## src/design/u8u16_pkg.sv

```systemverilog
// ----------------------------------------------------------------------------
// u8u16_pkg
// Shared types and constants of the UTF-8 to UTF-16 transcoder.
// ----------------------------------------------------------------------------
package u8u16_pkg;

  // Status codes
  localparam logic [2:0] ST_OK       = 3'd0;
  localparam logic [2:0] ST_BAD_LEAD = 3'd1;
  localparam logic [2:0] ST_TRUNC    = 3'd2;
  localparam logic [2:0] ST_RANGE    = 3'd3;
  localparam logic [2:0] ST_SURR     = 3'd4;

  // Job queue between decoder and unit builder
  localparam int JQ_DEPTH = 4;
  localparam int JQ_AW    = $clog2(JQ_DEPTH);

  // Code point limits
  localparam logic [20:0] CP_MAX       = 21'h10FFFF;
  localparam logic [20:0] CP_SURR_LO   = 21'h00D800;
  localparam logic [20:0] CP_SURR_HI   = 21'h00DFFF;
  localparam logic [20:0] CP_SUPP_BASE = 21'h010000;
  localparam logic [15:0] HI_SURR_BASE = 16'hD800;
  localparam logic [15:0] LO_SURR_BASE = 16'hDC00;

  // Lead byte class boundaries
  localparam logic [7:0] LEAD_ASCII_END = 8'h80;
  localparam logic [7:0] LEAD_2_START   = 8'hC2;
  localparam logic [7:0] LEAD_3_START   = 8'hE0;
  localparam logic [7:0] LEAD_4_START   = 8'hF0;
  localparam logic [7:0] LEAD_BAD_START = 8'hF5;

  typedef struct packed {
    logic [7:0] in_byte;
    logic       end_of_string;
  } in_item_t;

  typedef struct packed {
    logic [15:0] code_unit;
    logic [2:0]  status;
    logic        last_of_run;
  } out_item_t;

  // One decoded event: a code point or an error status
  typedef struct packed {
    logic [20:0] cp;
    logic [2:0]  status;
  } job_t;

endpackage

```

## src/design/u8u16_front.sv

```systemverilog
// ----------------------------------------------------------------------------
// u8u16_front
// Byte decoder: classifies lead bytes, gathers continuation bits and emits
// one job per finished code point or error.
// ----------------------------------------------------------------------------
module u8u16_front (
  input  logic                 clk,
  input  logic                 rst,
  input  logic                 accept,
  input  u8u16_pkg::in_item_t  item,
  output logic                 job_valid,
  output u8u16_pkg::job_t      job
);

  logic [14:0] partial;
  logic [14:0] partial_next;
  logic [1:0]  remaining;
  logic [1:0]  remaining_next;
  logic [20:0] joined;
  logic [1:0]  rem_dec;
  logic [7:0]  b;
  logic        eos;

  assign b       = item.in_byte;
  assign eos     = item.end_of_string;
  assign joined  = {partial, b[5:0]};
  assign rem_dec = remaining - 2'd1;

  always_comb begin
    partial_next   = partial;
    remaining_next = remaining;
    job_valid      = 1'b0;
    job.cp         = 21'd0;
    job.status     = u8u16_pkg::ST_OK;
    if (remaining == 2'd0) begin
      priority if (b < u8u16_pkg::LEAD_ASCII_END) begin
        job_valid = 1'b1;
        job.cp    = {13'd0, b};
      end else if (b < u8u16_pkg::LEAD_2_START || b >= u8u16_pkg::LEAD_BAD_START) begin
        job_valid  = 1'b1;
        job.status = u8u16_pkg::ST_BAD_LEAD;
      end else begin
        priority if (b < u8u16_pkg::LEAD_3_START) begin
          partial_next   = {10'd0, b[4:0]};
          remaining_next = 2'd1;
        end else if (b < u8u16_pkg::LEAD_4_START) begin
          partial_next   = {11'd0, b[3:0]};
          remaining_next = 2'd2;
        end else begin
          partial_next   = {12'd0, b[2:0]};
          remaining_next = 2'd3;
        end
        if (eos) begin
          // lead byte ends the string: drop the sequence
          partial_next   = 15'd0;
          remaining_next = 2'd0;
          job_valid      = 1'b1;
          job.status     = u8u16_pkg::ST_TRUNC;
        end
      end
    end else if (rem_dec != 2'd0) begin
      partial_next   = joined[14:0];
      remaining_next = rem_dec;
      if (eos) begin
        partial_next   = 15'd0;
        remaining_next = 2'd0;
        job_valid      = 1'b1;
        job.status     = u8u16_pkg::ST_TRUNC;
      end
    end else begin
      partial_next   = 15'd0;
      remaining_next = 2'd0;
      job_valid      = 1'b1;
      job.cp         = joined;
      priority if (joined > u8u16_pkg::CP_MAX) begin
        job.status = u8u16_pkg::ST_RANGE;
      end else if (joined >= u8u16_pkg::CP_SURR_LO && joined <= u8u16_pkg::CP_SURR_HI) begin
        job.status = u8u16_pkg::ST_SURR;
      end else begin
        job.status = u8u16_pkg::ST_OK;
      end
    end
  end

  always_ff @(posedge clk) begin
    if (rst) begin
      partial   <= 15'd0;
      remaining <= 2'd0;
    end else if (accept) begin
      partial   <= partial_next;
      remaining <= remaining_next;
    end
  end

endmodule

```

## src/design/u8u16_jobq.sv

```systemverilog
// ----------------------------------------------------------------------------
// u8u16_jobq
// Short FIFO of decoded jobs between the decoder and the unit builder.
// ----------------------------------------------------------------------------
module u8u16_jobq (
  input  logic             clk,
  input  logic             rst,
  input  logic             wr,
  input  u8u16_pkg::job_t  wr_job,
  output logic             full,
  input  logic             rd,
  output logic             rd_valid,
  output u8u16_pkg::job_t  rd_job
);

  localparam logic [u8u16_pkg::JQ_AW:0] DEPTH = (u8u16_pkg::JQ_AW + 1)'(u8u16_pkg::JQ_DEPTH);

  u8u16_pkg::job_t              slots [u8u16_pkg::JQ_DEPTH];
  logic [u8u16_pkg::JQ_AW-1:0]  wr_ptr;
  logic [u8u16_pkg::JQ_AW-1:0]  rd_ptr;
  logic [u8u16_pkg::JQ_AW:0]    count;
  logic                         do_wr;
  logic                         do_rd;

  assign full     = (count == DEPTH);
  assign rd_valid = (count != '0);
  assign rd_job   = slots[rd_ptr];
  assign do_wr    = wr && !full;
  assign do_rd    = rd && rd_valid;

  always_ff @(posedge clk) begin
    if (do_wr) begin
      slots[wr_ptr] <= wr_job;
    end
  end

  always_ff @(posedge clk) begin
    if (rst) begin
      wr_ptr <= '0;
      rd_ptr <= '0;
      count  <= '0;
    end else begin
      if (do_wr) begin
        wr_ptr <= wr_ptr + 1'b1;
      end
      if (do_rd) begin
        rd_ptr <= rd_ptr + 1'b1;
      end
      unique case ({do_wr, do_rd})
        2'b10:   count <= count + 1'b1;
        2'b01:   count <= count - 1'b1;
        default: count <= count;
      endcase
    end
  end

endmodule

```

## src/design/u8u16_back.sv

```systemverilog
// ----------------------------------------------------------------------------
// u8u16_back
// Unit builder: turns jobs into UTF-16 words, splitting supplementary code
// points into surrogate pairs, and holds the word for the consumer.
// ----------------------------------------------------------------------------
module u8u16_back (
  input  logic                  clk,
  input  logic                  rst,
  input  logic                  job_valid,
  input  u8u16_pkg::job_t       job,
  output logic                  job_take,
  output logic                  empty,
  input  logic                  pop,
  output u8u16_pkg::out_item_t  result
);

  logic                  out_valid;
  u8u16_pkg::out_item_t  out_word;
  u8u16_pkg::out_item_t  word_next;
  logic                  phase;
  logic                  load;
  logic                  is_pair;
  logic [20:0]           offset;

  assign empty   = !out_valid;
  assign result  = out_word;
  assign load    = job_valid && (!out_valid || pop);
  assign is_pair = (job.status == u8u16_pkg::ST_OK) && (job.cp[20:16] != 5'd0);
  assign offset  = job.cp - u8u16_pkg::CP_SUPP_BASE;
  // hold the job until its low surrogate is loaded into the output register
  assign job_take = load && !(is_pair && !phase);

  always_comb begin
    word_next.status      = job.status;
    word_next.last_of_run = 1'b1;
    word_next.code_unit   = job.cp[15:0];
    if (job.status != u8u16_pkg::ST_OK) begin
      word_next.code_unit = 16'd0;
    end else if (is_pair && !phase) begin
      word_next.code_unit   = u8u16_pkg::HI_SURR_BASE | {6'd0, offset[19:10]};
      word_next.last_of_run = 1'b0;
    end else if (is_pair) begin
      word_next.code_unit = u8u16_pkg::LO_SURR_BASE | {6'd0, job.cp[9:0]};
    end
  end

  always_ff @(posedge clk) begin
    if (load) begin
      out_word <= word_next;
    end
  end

  always_ff @(posedge clk) begin
    if (rst) begin
      out_valid <= 1'b0;
      phase     <= 1'b0;
    end else begin
      if (load) begin
        out_valid <= 1'b1;
        phase     <= is_pair && !phase;
      end else if (pop) begin
        out_valid <= 1'b0;
      end
    end
  end

  a_phase_holds_job: assert property (@(posedge clk) disable iff (rst)
    phase |-> job_valid && job.status == u8u16_pkg::ST_OK && job.cp[20:16] != 5'd0)
    else $error("second half of a pair pending without its job");

  a_phase_high_shown: assert property (@(posedge clk) disable iff (rst)
    phase |-> out_valid && !out_word.last_of_run)
    else $error("pair pending but high surrogate not on the output");

  a_not_last_ok: assert property (@(posedge clk) disable iff (rst)
    (out_valid && !out_word.last_of_run) |-> out_word.status == u8u16_pkg::ST_OK)
    else $error("error word flagged as not last of run");

  a_low_follows_high: assert property (@(posedge clk) disable iff (rst)
    (out_valid && pop && !out_word.last_of_run) |=>
      (out_valid && out_word.last_of_run && out_word.code_unit[15:10] == 6'b110111))
    else $error("high surrogate not followed by low surrogate");

endmodule

```

## src/design/utf8_to_utf16_transcoder_core.sv

```systemverilog
// ----------------------------------------------------------------------------
// utf8_to_utf16_transcoder_core
// UTF-8 byte stream in, UTF-16 code units with status out.
// ----------------------------------------------------------------------------
// Takes one UTF-8 byte per cycle while full is low. The decoder state is
// updated in the same cycle, and each finished code point or error becomes
// one job in a four-entry job queue; full rises only when the queue is full.
// The output register sends one word per cycle while pop is held and jobs
// are waiting. A surrogate pair gives two words but comes from four bytes,
// so with pop held the queue never backs up and input runs at one byte per
// cycle. Only a stalled pop fills the queue and stops input. The first word
// for a byte is on the result ports after the queue write and then the
// output register load; it comes later when older words are still waiting
// ahead of it.
// Errors (bad lead, truncated, above range, surrogate) give one word with
// code unit zero and return the decoder to idle.
module utf8_to_utf16_transcoder_core (
  input  logic                  clk,
  input  logic                  rst,
  input  logic                  push,
  output logic                  full,
  input  u8u16_pkg::in_item_t   item,
  output logic                  empty,
  input  logic                  pop,
  output u8u16_pkg::out_item_t  result
);

  logic             accept;
  logic             job_valid;
  u8u16_pkg::job_t  job;
  logic             q_valid;
  u8u16_pkg::job_t  q_job;
  logic             q_take;

  assign accept = push && !full;

  u8u16_front u_front (
    .clk       (clk),
    .rst       (rst),
    .accept    (accept),
    .item      (item),
    .job_valid (job_valid),
    .job       (job)
  );

  u8u16_jobq u_jobq (
    .clk      (clk),
    .rst      (rst),
    .wr       (accept && job_valid),
    .wr_job   (job),
    .full     (full),
    .rd       (q_take),
    .rd_valid (q_valid),
    .rd_job   (q_job)
  );

  u8u16_back u_back (
    .clk       (clk),
    .rst       (rst),
    .job_valid (q_valid),
    .job       (q_job),
    .job_take  (q_take),
    .empty     (empty),
    .pop       (pop),
    .result    (result)
  );

endmodule
```

## config.mk

```make
export PLATFORM = sky130hd
export DESIGN_NAME = utf8_to_utf16_transcoder_core
export DESIGN_NICKNAME = d
export VERILOG_FILES = /design/src/design/u8u16_pkg.sv /design/src/design/u8u16_front.sv /design/src/design/u8u16_jobq.sv /design/src/design/u8u16_back.sv /design/src/design/utf8_to_utf16_transcoder_core.sv
export SDC_FILE = /design/constraint.sdc
export NUM_CORES = 1
export LEC_CHECK = 0
export BUFFER_PORTS_ARGS = -buffer_cell sky130_fd_sc_hd__buf_2
export CORE_MARGIN = 4
export CORE_UTILIZATION = 32
export CTS_CLUSTER_DIAMETER = 30
export DETAILED_ROUTE_END_ITERATION = 12
export GPL_ROUTABILITY_DRIVEN = 0
export PLACE_DENSITY = 0.48
export SLEW_MARGIN = 20
export SYNTH_ARGS = -nofsm -noshare
export SYNTH_HDL_FRONTEND = slang
export SYNTH_SLANG_ARGS = --single-unit
```

## constraint.sdc

```tcl
create_clock -name clk -period 6.7 [get_ports clk]
set_input_delay 0.335 -clock clk [delete_from_list [all_inputs] [get_ports clk]]
set_output_delay 0.335 -clock clk [all_outputs]
set_load 0.03 [all_outputs]
```

Word level (Yosys, flattened, before mapping)
Memories as Yosys holds them, arrays and structs flattened. A register that Yosys moved wholly into a read port is not among the register bits.
Cells that the tools add are included.
Word-level totals
  memory bits (writable): 96
  output and inout port bits: 22
  flip-flop bits (word level): 46
  bits of input ports: 13
  word-level logic and storage cells: 98
  memories kept: 1
Memories
  u_jobq.slots: words 4, bits a word 24, read ports 1, clocked after memory_dff 1, write ports 1, RTL line u8u16_jobq.sv:18  | u8u16_pkg::job_t slots [u8u16_pkg::JQ_DEPTH];
Cells by class
  $add $sub $neg: 6
  $lt $le $gt $ge: 8
  reduce and logical (&&, ||, !) cells: 26
  multiplexer cells: 40
  equality and inequality tests: 5
Operators by type and width (number)
  $mux W15: 7
  $lt A8 B8 Y1 const B: 4
  $mux W16: 2
  $mux W24: 1
  $ge A21 B16 Y1 const B: 1
  $gt A21 B21 Y1 const B: 1
  $le A21 B16 Y1 const B: 1
  $mux W21: 1
  $mux W2: 10
  $sub A20 B17 Y20 const B: 1
  $mux W3: 5
  $mux W1: 11
  $logic_and A1 B1 Y1: 9
  $ge A8 B8 Y1 const B: 1
  $mux W8: 1
  $pmux W3 S2: 1
  $reduce_bool A2 Y1: 3
  $reduce_bool A3 Y1: 2
  $reduce_bool A5 Y1: 1
  $add A2 B1 Y2 const B: 2
  $logic_not A1 Y1: 4
  $mux W4: 1
  $ne A2 B2 Y1 const B: 2
  $add A3 B1 Y3 const B: 1
  other kinds (11): 12

Logic depth before layout (Yosys ltp)
Gate-level depths: netlist of run 1.
  depth in word-level cells: 9
  gate-level depth with buffers: 15
  gate-level depth less buffers: 13

Modules after synthesis
Synthesis of run 1 repeated with hierarchy kept, for this count alone.
Second synthesis, totals
  cells, all modules: 395
  area total of the unflattened synthesis: 6159.7 sq um
By module, submodules not included
  u8u16_jobq: area each 3978.8 sq um, sequential area each 3062.9 sq um, times used 1, cells each 178
  u8u16_front: area each 1124.8 sq um, sequential area each 340.3 sq um, times used 1, cells each 124
  u8u16_back: area each 1041.0 sq um, sequential area each 640.6 sq um, times used 1, cells each 91
  utf8_to_utf16_transcoder_core: area each 15.0 sq um, sequential area each 0.0 sq um, times used 1, cells each 2

Least setup slack after synthesis of run 1
No wires, ideal clock.
  path kind: reg2reg
  start: register (tool-made name)
  end: register u_jobq.count[2] in the netlist's numbering
  data arrival time: 3290 ps
  buffers on the path: 2
  stages on the path, launching flop included: 16
  data required time: 6630 ps
  library setup time: 70 ps
  path slack: 3340 ps
  path through: dfxtp_1 buf_6 buf_12 mux4_1 inv_1 ha_1 inv_1 o41ai_4 o21ai_2 inv_1 ha_1 inv_1 fa_1 xor2_1 or3_1 a21oi_1
RTL lines
  end signal: assignment: RTL line u8u16_jobq.sv:50  | 2'b10: count <= count + 1'b1;
  end signal: assignment: RTL line u8u16_jobq.sv:51  | 2'b01: count <= count - 1'b1;
  end signal: assignment: RTL line u8u16_jobq.sv:52  | default: count <= count;
  end: declaration: RTL line u8u16_jobq.sv:21  | logic [u8u16_pkg::JQ_AW:0] count;

==> results of run 1 <==
==> layer usage <==
layer  vias to the layer above  global-route usage
met5                         -                   0
met4                         0              0.0353
met3                        10              0.0338
met2                        61               0.183
met1                      1649               0.181
li1                       1584                   -
==> power breakdown <==
group	internal [W]	switching [W]	leakage [nW]
sequential	0.00119	0.0000567	1.35
combinational	0.000290	0.000542	0.812
clock	0.000577	0.000342	0.286
total	0.00206	0.000941	2.44
==> worst max path at each step <==
stage	startpoint	cells after the start	end
floorplan	flop	15	u_jobq.count[2]
global placement	flop	11	u_jobq.count[2]
detailed placement	flop	13	u_jobq.count[2]
CTS	flop	13	u_jobq.count[2]
global route	flop	13	u_jobq.count[2]
finish	flop	13	u_jobq.count[2]
==> Yosys cell counts (8+ instances only) <==
cell type                  instances  area (sq um)
sky130_fd_sc_hd__edfxtp_1        116          3480
sky130_fd_sc_hd__nor2_1           34           128
sky130_fd_sc_hd__a21oi_1          29           145
sky130_fd_sc_hd__dfxtp_1          28           561
sky130_fd_sc_hd__and2_1           23           144
sky130_fd_sc_hd__inv_1            22          82.6
sky130_fd_sc_hd__o21ai_0          19          95.1
sky130_fd_sc_hd__mux4_2           16           360
sky130_fd_sc_hd__nand4_1          14          87.6
sky130_fd_sc_hd__clkbuf_1         12          45.0
sky130_fd_sc_hd__nor3_1            9          45.0
sky130_fd_sc_hd__ha_1              8           100
sky130_fd_sc_hd__mux4_1            8           210
==> metrics by stage <==
step / instance area [sq um] / utilization / cells / hold slack [ns]
after floorplan: 5990 / - / 396 / 0.445
after global placement: 6380 / 0.350 / 646 / 0.471
after detailed placement: 6380 / 0.350 / 646 / 0.482
after CTS: 6960 / 0.382 / 678 / 0.199
after global routing: 6960 / 0.382 / 678 / 0.209
final: 6960 / 0.382 / 678 / 0.209
==> area by class of cell <==
| cell class | instances | area [sq um] |
|---|---|---|
| clock buffer | 18 | 429 |
| inverter | 22 | 82.6 |
| timing repair buffer | 41 | 223 |
| tap | 229 | 287 |
| fill | 1714 | 11200 |
| multi-input combinational | 210 | 1750 |
| sequential | 144 | 4040 |
| clock inverter | 14 | 148 |
==> kinds of logic (layout without fill, tap and decap cells) <==
group,count (synthesis),after routing,share of synthesized area
AND/OR/NAND/NOR,99,99,0.0878
AO/OA/AOI/OAI,65,65,0.0673
flip-flops,144,144,0.675
XOR/XNOR,6,6,0.00878
adder cells (fa/ha/maj),9,9,0.0201
multiplexers,31,31,0.107
buffers and inverters,42,95,0.0336
==> critical path: cells and delay by family (launching register included) <==
kind / cells / cell delay, ns
DFF: 1 / 0.76
AOI/OAI and AO/OA: 3 / 1.22
xor gates and xnor gates: 1 / 0.16
and+or+nand+nor: 1 / 0.31
adders and majority gates: 3 / 0.74
buffers and inverters: 4 / 0.33
muxes: 1 / 0.69
==> flip-flops by register name, summed over array words and instances, names as in the netlist, named ones only <==
| name | count |
|---|---|
| u_front.remaining | 2 |
| u_jobq.wr_ptr | 2 |
| u_jobq.count | 3 |
| u_jobq.slots | 96 |
| u_back.out_valid | 1 |
| u_back.result | 20 |
| u_jobq.rd_ptr | 2 |
| u_back.phase | 1 |
| u_front.partial | 15 |
==> run summary, run 1 <==
Setup slack on the critical path of the routed design comes to 2.40 ns. The wire length of the first global-routing pass is 19.3 mm. The worst IR drop on VDD is 0.177 mV.

The remaining global-route overflow came out at 0. The final setup skew is 0.00875 ns. The effective utilization at floorplan came out at 0.329. The power per cell area came out at 431 mW/mm^2. Dividing the detail-routed via count by the number of cells gives 4.87. The total area inside the core boundary comes to 0.0182 sq mm. Of the available clock period, the critical path in the final layout requires 0.642. The total inserted antenna cells came out at 0. The number of global-route vias before repair came to 3374. The layout overhead on the synthesized area came out at 16.3%. The number of detailed-routing iterations run before antenna repair came out at 5.

The number of distinct standard cells referenced by the synthesized netlist came out at 46. The die outline area is 0.0210 sq mm. After clock tree synthesis, the clock-pin slew on the worst setup and hold paths is 0.06 ns. Setup violations remaining at the end of the flow were counted as 0. The library cells used most frequently in the layout, excluding fill and tap cells, are 116 x sky130_fd_sc_hd__edfxtp_1, 34 x sky130_fd_sc_hd__nor2_1, 34 x sky130_fd_sc_hd__buf_2. Along the worst hold path, the cell count comes to 4. The worst setup path is captured at a flop. Setup repair after global routing left no endpoint under its margin. The transition at the pin with the smallest max-transition slack is 1.04 ns.

Pin placement for this block handled 35 I/O pins. The total power after layout is 0.00300 W. The netlist area before placement came out at 0.00599 sq mm.

The count of hold buffers inserted by post-cts repair came out at 0. The startpoint identified for the worst hold timing path is pop. After synthesis, the share of flip-flops with an asynchronous set or reset is 0. For hold timing, the worst endpoint is u_back.out_valid. The pin count of the biggest net entering global routing came out at 28. By startpoint and endpoint, the worst setup path is classified as flop to flop. The path class of the tightest hold or removal check is input pin to flop.

The detailed-route wire length on metal 1 is 6.16 mm. The most used flip-flop cell after synthesis is sky130_fd_sc_hd__edfxtp_1. Dividing the detail-routed wire length by the instance count gives 17.9 microns. The max-slew violation total from the final report came out at 0. Yosys mapped a number of flops with a built-in enable equal to 116.

In this run the static leakage power is 2.44 nW. The setup slack of the most critical reg-to-reg path came out at 2.40 ns. Yosys printed 0 warnings. Measured against its own limit, the worst slew margin works out to 0.306.

The signal on the critical path passes through mux4_1, inv_1, ha_1, inv_1, o41ai_4, o21ai_2, inv_1, ha_1, inv_1, fa_1, xor2_1, or3_1, a21oi_1. The post-cts gate resize count came out at 0. Summed over all nets, wire length on met3 after detailed routing comes to 425 microns.

The H-tree generated during clock tree synthesis spans 4 levels. The overall routed net length came out at 12.1 mm. The sum of net half-perimeters after detailed placement is 7.95 mm. The count of cells along the worst register-to-register path is 13.

The maximum number of buffers from clock root to sink came out at 2. The slowest stage of the critical path belongs to the cell sky130_fd_sc_hd__o41ai_4. The maximum net fanout on the critical path came out at 15. The count of input and output buffers came out at 34. The y dimension of the die came out at 145 microns. The sequential-to-total area share from yosys stat is 0.675. The worst slack at placement came out at 2.36 ns. The net total in the final layout came out at 458.

The tree is rooted in a sky130_fd_sc_hd__clkbuf_16. The flow ran to the end, and the final reports show no timing, DRC or antenna violations. The initial detailed-routing violation count is 211. The worst endpoint required time came out at 7.04 ns. The total CTS buffers came out at 17.

In this design, the critical path's most frequently occurring cell is sky130_fd_sc_hd__inv_1. The fraction of final layout cells with drive strength greater than 1 came out at 0.212. The synthesized netlist net count came out at 418. The post-CTS setup buffer count is 0. In the final timing run, aggregate negative setup slack is 0 ns. At the worst endpoint, the arrival time is 4.64 ns.

Synthesis inferred 144 register bits. TritonCTS built the clock tree. The kind of start point of the critical path is a flop. The number of antenna violations at the first check in global routing came to 0.

Subtracting the final worst setup slack from the clock period gives 4.30 ns. Based on the critical path, the design can be clocked at up to 0.233 GHz. The tool flagged a number of max-cap violations equal to 0. The detail route stage leaves a number of antenna-violating nets equal to 0. The number of hold violations in the final report came to 0. For this run, the total global-route usage over all layers was measured as 0.124. Leaving out fill and tap cells, the most frequent cell in the layout is sky130_fd_sc_hd__edfxtp_1. The die boundary width came out at 145 microns. The routed design uses 5.42 mm of met2 wire. The number of instances in the synthesized netlist came out at 396. The highest layer touched by signal routing is met4. The total via count after detailed routing is 3304. In this run the critical register-to-register path is captured at u_jobq.count[2]. The critical path's largest stage delay is 0.96 ns. The number of remaining DRC errors came out at 0.

After floorplanning, the core was divided into 49 placement rows. The insertion delay of the later-clocked pin in the worst-skew pair is 0.41 ns. The clock net sink count came out at 144. A synthesized cell averages 15.1 sq um.
No activity file was read; power rests on OpenSTA's default activity.
==> inputs of run 2 (changes only) <==
- clock period: 6.7 -> 4.3 ns (I/O delays scaled with it)
==> run 2 against run 1 <==
Against the previous run: cell area rose by 0.49%; worst setup slack worse by 1.5 ns; sequential power increased by 55%; largest power group unchanged; critical path type unchanged.
==> run summary, run 2 (synthesis results as in run 1) <==
The minimum clock period after layout is 3.39 ns (was 4.30 ns). The antenna violation net count after detailed routing is 0 (unchanged). The fraction of the core area covered by cells at the end of the flow is 0.384 (was 0.382). The post-cts gate resize count came to 0 (unchanged). The sum of net half-perimeters after detailed placement is 8.05 mm (was 7.95 mm). The clock slew seen by the registers of the worst setup and hold paths is 0.06 ns (about the same). The share of the clock period used by the worst path after layout is 0.787 (was 0.642). The fraction of final layout cells with drive strength greater than 1 was 0.214 (was 0.212).

The path type of the worst setup path is flop to flop (unchanged). The average wire per cell in the routed design came out at 17.7 microns (was 17.9 microns). The kind of start point of the critical path is a flop (unchanged).

The number of placed instances with taps included is 650 (was 646). The total CTS buffers came out at 17 (unchanged). The clock power share came out at 0.305 (was 0.307).

The count of hold buffers inserted by post-cts repair came out at 0 (unchanged). The number of remaining DRC errors came out at 0 (unchanged). The count of input and output buffers came out at 34 (unchanged).

Top library cells by usage in the layout, fill and taps aside: 116 x sky130_fd_sc_hd__edfxtp_1, 34 x sky130_fd_sc_hd__nor2_1, 34 x sky130_fd_sc_hd__buf_2 (unchanged). The max capacitance violation total is 0 (unchanged). The worst IR drop on VDD was 0.287 mV (was 0.177 mV). The total routing resource utilization after global routing is 0.125 (was 0.124). The highest attainable clock frequency is 0.295 GHz (was 0.233 GHz). The final setup skew came to 0.00564 ns (was 0.00875 ns). The combinational fraction of design power came out at 0.281 (was 0.277). The number of vias per cell is 4.93 (was 4.87). The number of non-filler instances in the completed layout was 682 (was 678). The arrival time at the worst endpoint came out at 3.72 ns (was 4.64 ns). The max-slew violation total from the final report came out at 0 (unchanged). The die outline area came out at 0.0210 sq mm (unchanged). The total power after layout is 0.00469 W (was 0.00300 W). The final worst hold slack came out at 0.0908 ns (was 0.209 ns).

The clock net sink count came out at 144 (unchanged). The net switching power is 0.00145 W (was 0.000941 W). The number of flip-flops in the largest register came to 96 (unchanged). The clock tree from TritonCTS was done (unchanged). The I/O pin count came out at 35 (unchanged). The number of standard-cell rows in the floorplan was 49 (unchanged).

The number of setup violations in the final report came to 0 (unchanged). The maximum number of buffers from clock root to sink came out at 2 (unchanged). Run status: finished clean (unchanged). The number of hold violations in the final report came to 0 (unchanged). The wire length of the first global-routing pass came out at 19.3 mm (about the same).

The worst-case headroom to the max-slew limit came out at 0.506 (was 0.306). The number of antenna violations at the first check in global routing came out at 0 (unchanged). The number of global-route vias before repair came out at 3449 (was 3374). The remaining global-route overflow is 0 (unchanged). The worst endpoint required time came out at 4.63 ns (was 7.04 ns). The total via count after detailed routing came to 3361 (was 3304).

The initial detailed-routing violation count came out at 165 (was 211). The maximum level of the CTS H-tree is 4 (unchanged). RSZ-0062 raised after global routing: no (unchanged).

The die boundary width is 145 microns (unchanged). The area of the core region came out at 0.0182 sq mm (unchanged). The y dimension of the die was 145 microns (unchanged).

The clock root buffer master was sky130_fd_sc_hd__clkbuf_16 (unchanged). The count of fill cells added during filler insertion was 1691 (was 1714). The overall routed net length came out at 12.1 mm (about the same). The class of the tightest hold or removal check was input pin to flop (unchanged). The transition at the pin with the smallest max-transition slack came out at 0.741 ns (was 1.04 ns). The top register by number of flip-flops is u_jobq.slots (unchanged). The post-CTS setup buffer count is 0 (unchanged).

The pin count of the biggest net entering global routing came out at 28 (unchanged). The maximum net fanout on the critical path is 6 (was 15). The insertion delay of the later-clocked pin in the worst-skew pair came to 0.41 ns (about the same). The sequential share of power is 0.414 (was 0.416). The static leakage was 2.47 nW (was 2.44 nW). The effective utilization at floorplan came to 0.329 (unchanged). The power per cell area is 670 mW/mm^2 (was 431 mW/mm^2).

The number of detailed-routing iterations run before antenna repair came to 4 (was 5). The final-layout setup total negative slack came out at 0 ns (unchanged). The internal portion of total power is 0.00324 W (was 0.00206 W). The net total in the final layout came out at 462 (was 458). The switching power share of the total is 0.310 (was 0.314).

The total inserted antenna cells came out at 0 (unchanged). The layout overhead on the synthesized area is 16.9% (was 16.3%). The leading cell type in the layout, fill and taps excluded was sky130_fd_sc_hd__edfxtp_1 (unchanged). The endpoint type of the worst setup path was a flop (unchanged).
[run 2: power by group through the flow]
stage | clock, W | combinational (W) | sequential [W]
floorplan | 0 | 0.000798 | 0.00215
finish | 0.00143 | 0.00132 | 0.00194
detailed placement | 0 | 0.00135 | 0.00198
global placement | 0 | 0.00133 | 0.00197
CTS | 0.00147 | 0.00135 | 0.00195
global route | 0.00153 | 0.00145 | 0.00197
[run 2: cell type report]
type / count / area [sq um] / area share
clock inverters: 6 / 80.1 / 0.0114
flip-flops and latches: 144 / 4040 / 0.578
clock buffers: 26 / 500 / 0.0715
repair buffers: 45 / 253 / 0.0361
inverters: 22 / 82.6 / 0.0118
multi-input cells: 210 / 1750 / 0.250
well taps: 229 / 287 / 0.0410
[run 2: final timing paths]
check	from	endpoint	slack (ns)	depth (start not counted)
min	item[1]	u_front.partial[0]	0.09	3
max	flop	u_jobq.count[2]	0.91	13
max reg2reg	flop	u_jobq.count[2]	0.91	13
min reg2reg	u_front.partial[14]	u_front.partial[14]	0.49	2
[run 2: stage by stage]
| stage | setup slack, ns | cell area, sq um |
|---|---|---|
| 2_1_floorplan | 0.940 | 5990 |
| 3_5_place_dp | 0.895 | 6410 |
| 5_1_grt | 0.658 | 7000 |
| 4_1_cts | 0.873 | 6990 |
| 6_report | 0.915 | 7000 |
| 3_3_place_gp | 0.976 | 6410 |
[run 2: critical path, stage by stage, from the launching register on]
cell and delay [ns]:
sky130_fd_sc_hd__dfxtp_1 0.49, sky130_fd_sc_hd__mux4_1 0.64, sky130_fd_sc_hd__inv_1 0.08, sky130_fd_sc_hd__ha_1 0.17, sky130_fd_sc_hd__inv_1 0.08, sky130_fd_sc_hd__o41ai_4 0.39, sky130_fd_sc_hd__o21ai_2 0.10, sky130_fd_sc_hd__inv_1 0.10
sky130_fd_sc_hd__ha_1 0.18, sky130_fd_sc_hd__inv_1 0.06, sky130_fd_sc_hd__fa_1 0.38, sky130_fd_sc_hd__xor2_1 0.16, sky130_fd_sc_hd__or3_1 0.31, sky130_fd_sc_hd__a21oi_1 0.16
[run 2: metal layers]
layer | wire length (microns) | share of wire | GRT usage
met3 | 549 | 0.045 | 0.0315
met5 | 0 | 0 | 0
met2 | 5690 | 0.47 | 0.193
met4 | 197 | 0.016 | 0.0496
met1 | 5630 | 0.47 | 0.169
==> inputs of run 3 (changes only) <==
- clock period: 4.3 -> 3.6 ns (I/O delays scaled with it)
==> run 3 against run 2 <==
Against the previous run: sequential share of layout area is 0.13 points higher; sequential power is 19% higher; global-route usage is 0.094 points higher; cell area is 0.23% lower; clock power is 13% higher; maximum frequency is 2.3% higher; worst hold slack worse by 0.042 ns.
==> run summary, run 3 (synthesis results as in run 1) <==
The clock net sink count came out at 144 (unchanged). The leading cell type in the layout, fill and taps excluded was sky130_fd_sc_hd__edfxtp_1 (unchanged). The share of the clock period used by the worst path after layout is 0.919 (was 0.787). The endpoint type of the worst setup path is a flop (unchanged). The number of standard-cell rows in the floorplan came out at 49 (unchanged). RSZ-0062 raised after global routing: no (unchanged). The fraction of final layout cells with drive strength greater than 1 came to 0.224 (was 0.214). The max-slew violation total from the final report came out at 0 (unchanged). The top register by number of flip-flops is u_jobq.slots (unchanged). The clock root buffer master is sky130_fd_sc_hd__clkbuf_16 (unchanged).

The number of antenna violations at the first check in global routing is 0 (unchanged). The initial detailed-routing violation count is 141 (was 165). The overall routed net length is 12.2 mm (was 12.1 mm). The maximum number of buffers from clock root to sink is 2 (unchanged). The highest attainable clock frequency came out at 0.302 GHz (was 0.295 GHz). The die outline area is 0.0210 sq mm (unchanged).

The die boundary width came out at 145 microns (unchanged). The total inserted antenna cells is 0 (unchanged). The arrival time at the worst endpoint came out at 3.65 ns (was 3.72 ns).

The post-CTS setup buffer count was 0 (unchanged). The number of hold violations in the final report came out at 0 (unchanged). The remaining global-route overflow is 0 (unchanged). The static leakage came out at 2.45 nW (was 2.47 nW). The clock tree from TritonCTS is done (unchanged). The transition at the pin with the smallest max-transition slack is 0.753 ns (was 0.741 ns).

The final worst hold slack came out at 0.0484 ns (was 0.0908 ns). The total routing resource utilization after global routing is 0.126 (was 0.125). The wire length of the first global-routing pass came to 19.6 mm (was 19.3 mm). Top library cells by usage in the layout, fill and taps aside: 116 x sky130_fd_sc_hd__edfxtp_1, 34 x sky130_fd_sc_hd__nor2_1, 34 x sky130_fd_sc_hd__buf_2 (unchanged). The clock slew seen by the registers of the worst setup and hold paths came out at 0.06 ns (about the same). The I/O pin count came out at 35 (unchanged). The insertion delay of the later-clocked pin in the worst-skew pair is 0.42 ns (was 0.41 ns).

The final setup skew is 0.0101 ns (was 0.00564 ns). The area of the core region was 0.0182 sq mm (unchanged). The number of detailed-routing iterations run before antenna repair came out at 4 (unchanged). The total via count after detailed routing is 3335 (was 3361). The antenna violation net count after detailed routing is 0 (unchanged).

The pin count of the biggest net entering global routing is 28 (unchanged). The count of input and output buffers came out at 34 (unchanged). The worst slack at placement is 0.275 ns (was 0.895 ns). The final-layout setup total negative slack is 0 ns (unchanged). The number of setup violations in the final report came out at 0 (unchanged). The total CTS buffers came out at 17 (unchanged). The post-cts gate resize count came out at 0 (unchanged). The maximum level of the CTS H-tree came to 4 (unchanged).

The net total in the final layout came to 465 (was 462). The sum of net half-perimeters after detailed placement came to 8.02 mm (was 8.05 mm). The power per cell area came to 789 mW/mm^2 (was 670 mW/mm^2).

The worst endpoint required time is 3.94 ns (was 4.63 ns). The max capacitance violation total came to 0 (unchanged). The number of flip-flops in the largest register is 96 (unchanged). The number of global-route vias before repair is 3447 (was 3449). The effective utilization at floorplan is 0.329 (unchanged). The number of vias per cell is 4.87 (was 4.93). The worst IR drop on VDD is 0.341 mV (was 0.287 mV). The kind of start point of the critical path is a flop (unchanged).

The y dimension of the die came to 145 microns (unchanged). The slack of the critical path came to 0.291 ns (was 0.915 ns). The maximum net fanout on the critical path is 4 (was 6). The count of hold buffers inserted by post-cts repair was 0 (unchanged). The path type of the worst setup path is flop to flop (unchanged). The layout overhead on the synthesized area came out at 16.6% (was 16.9%). The average wire per cell in the routed design came to 17.7 microns (about the same). The launch instance of the worst min-delay path is pop (was item[1]).

The number of remaining DRC errors came out at 0 (unchanged). The minimum clock period after layout is 3.31 ns (was 3.39 ns). The count of fill cells added during filler insertion is 1712 (was 1691). The worst-case headroom to the max-slew limit was 0.498 (was 0.506).

The class of the tightest hold or removal check is input pin to flop (unchanged). Run status: finished clean (unchanged).
-- run 3: report_power, final --
part	internal (W)	switching (W)
sequential	0.00221	0.0000956
clock	0.000944	0.000667
combinational	0.000563	0.00102
total	0.00372	0.00178
-- run 3: per-layer routing --
layer,part of all wire,vias up,global-route usage
li1,-,1604,-
met1,0.49,1659,0.173
met2,0.46,63,0.191
met3,0.042,9,0.0391
met4,0.0073,0,0.0398
met5,0,-,0
-- run 3: worst paths after layout --
| path | endpoint | slack [ns] | depth (start not counted) |
|---|---|---|---|
| min reg2reg | u_back.out_valid | 0.48 | 2 |
| max | u_jobq.count[2] | 0.29 | 13 |
| max reg2reg | u_jobq.count[2] | 0.29 | 13 |
| min | u_back.out_valid | 0.05 | 4 |
-- run 3: final cells by class --
| type | count | area, sq um | area share |
|---|---|---|---|
| Sequential cell | 144 | 4040 | 0.579 |
| Multi-Input combinational cell | 210 | 1750 | 0.250 |
| Clock buffer | 18 | 429 | 0.0615 |
| Tap cell | 229 | 287 | 0.0410 |
| Timing Repair Buffer | 48 | 275 | 0.0394 |
| Clock inverter | 14 | 118 | 0.0168 |
| Inverter | 22 | 82.6 | 0.0118 |
-- run 3: critical path, cell delays in order (launching register included) --
cell and delay [ns]:
sky130_fd_sc_hd__dfxtp_1 0.41, sky130_fd_sc_hd__mux4_1 0.64, sky130_fd_sc_hd__inv_1 0.09, sky130_fd_sc_hd__ha_1 0.18
sky130_fd_sc_hd__inv_1 0.08, sky130_fd_sc_hd__o41ai_4 0.40, sky130_fd_sc_hd__o21ai_2 0.11, sky130_fd_sc_hd__inv_1 0.10
sky130_fd_sc_hd__ha_1 0.18, sky130_fd_sc_hd__inv_1 0.06, sky130_fd_sc_hd__fa_1 0.37, sky130_fd_sc_hd__xor2_1 0.16
sky130_fd_sc_hd__or3_1 0.30, sky130_fd_sc_hd__a21oi_1 0.16
-- run 3: stage by stage --
| step | area (sq um) | utilization | total power [W] | instances |
|---|---|---|---|---|
| after detailed placement | 6430 | 0.353 | 0.00397 | 653 |
| after floorplan | 5990 | - | 0.00353 | 396 |
| after global placement | 6430 | 0.353 | 0.00394 | 653 |
| final | 6980 | 0.383 | 0.00551 | 685 |
| after global routing | 6980 | 0.383 | 0.00583 | 685 |
| after CTS | 6980 | 0.383 | 0.00559 | 685 |
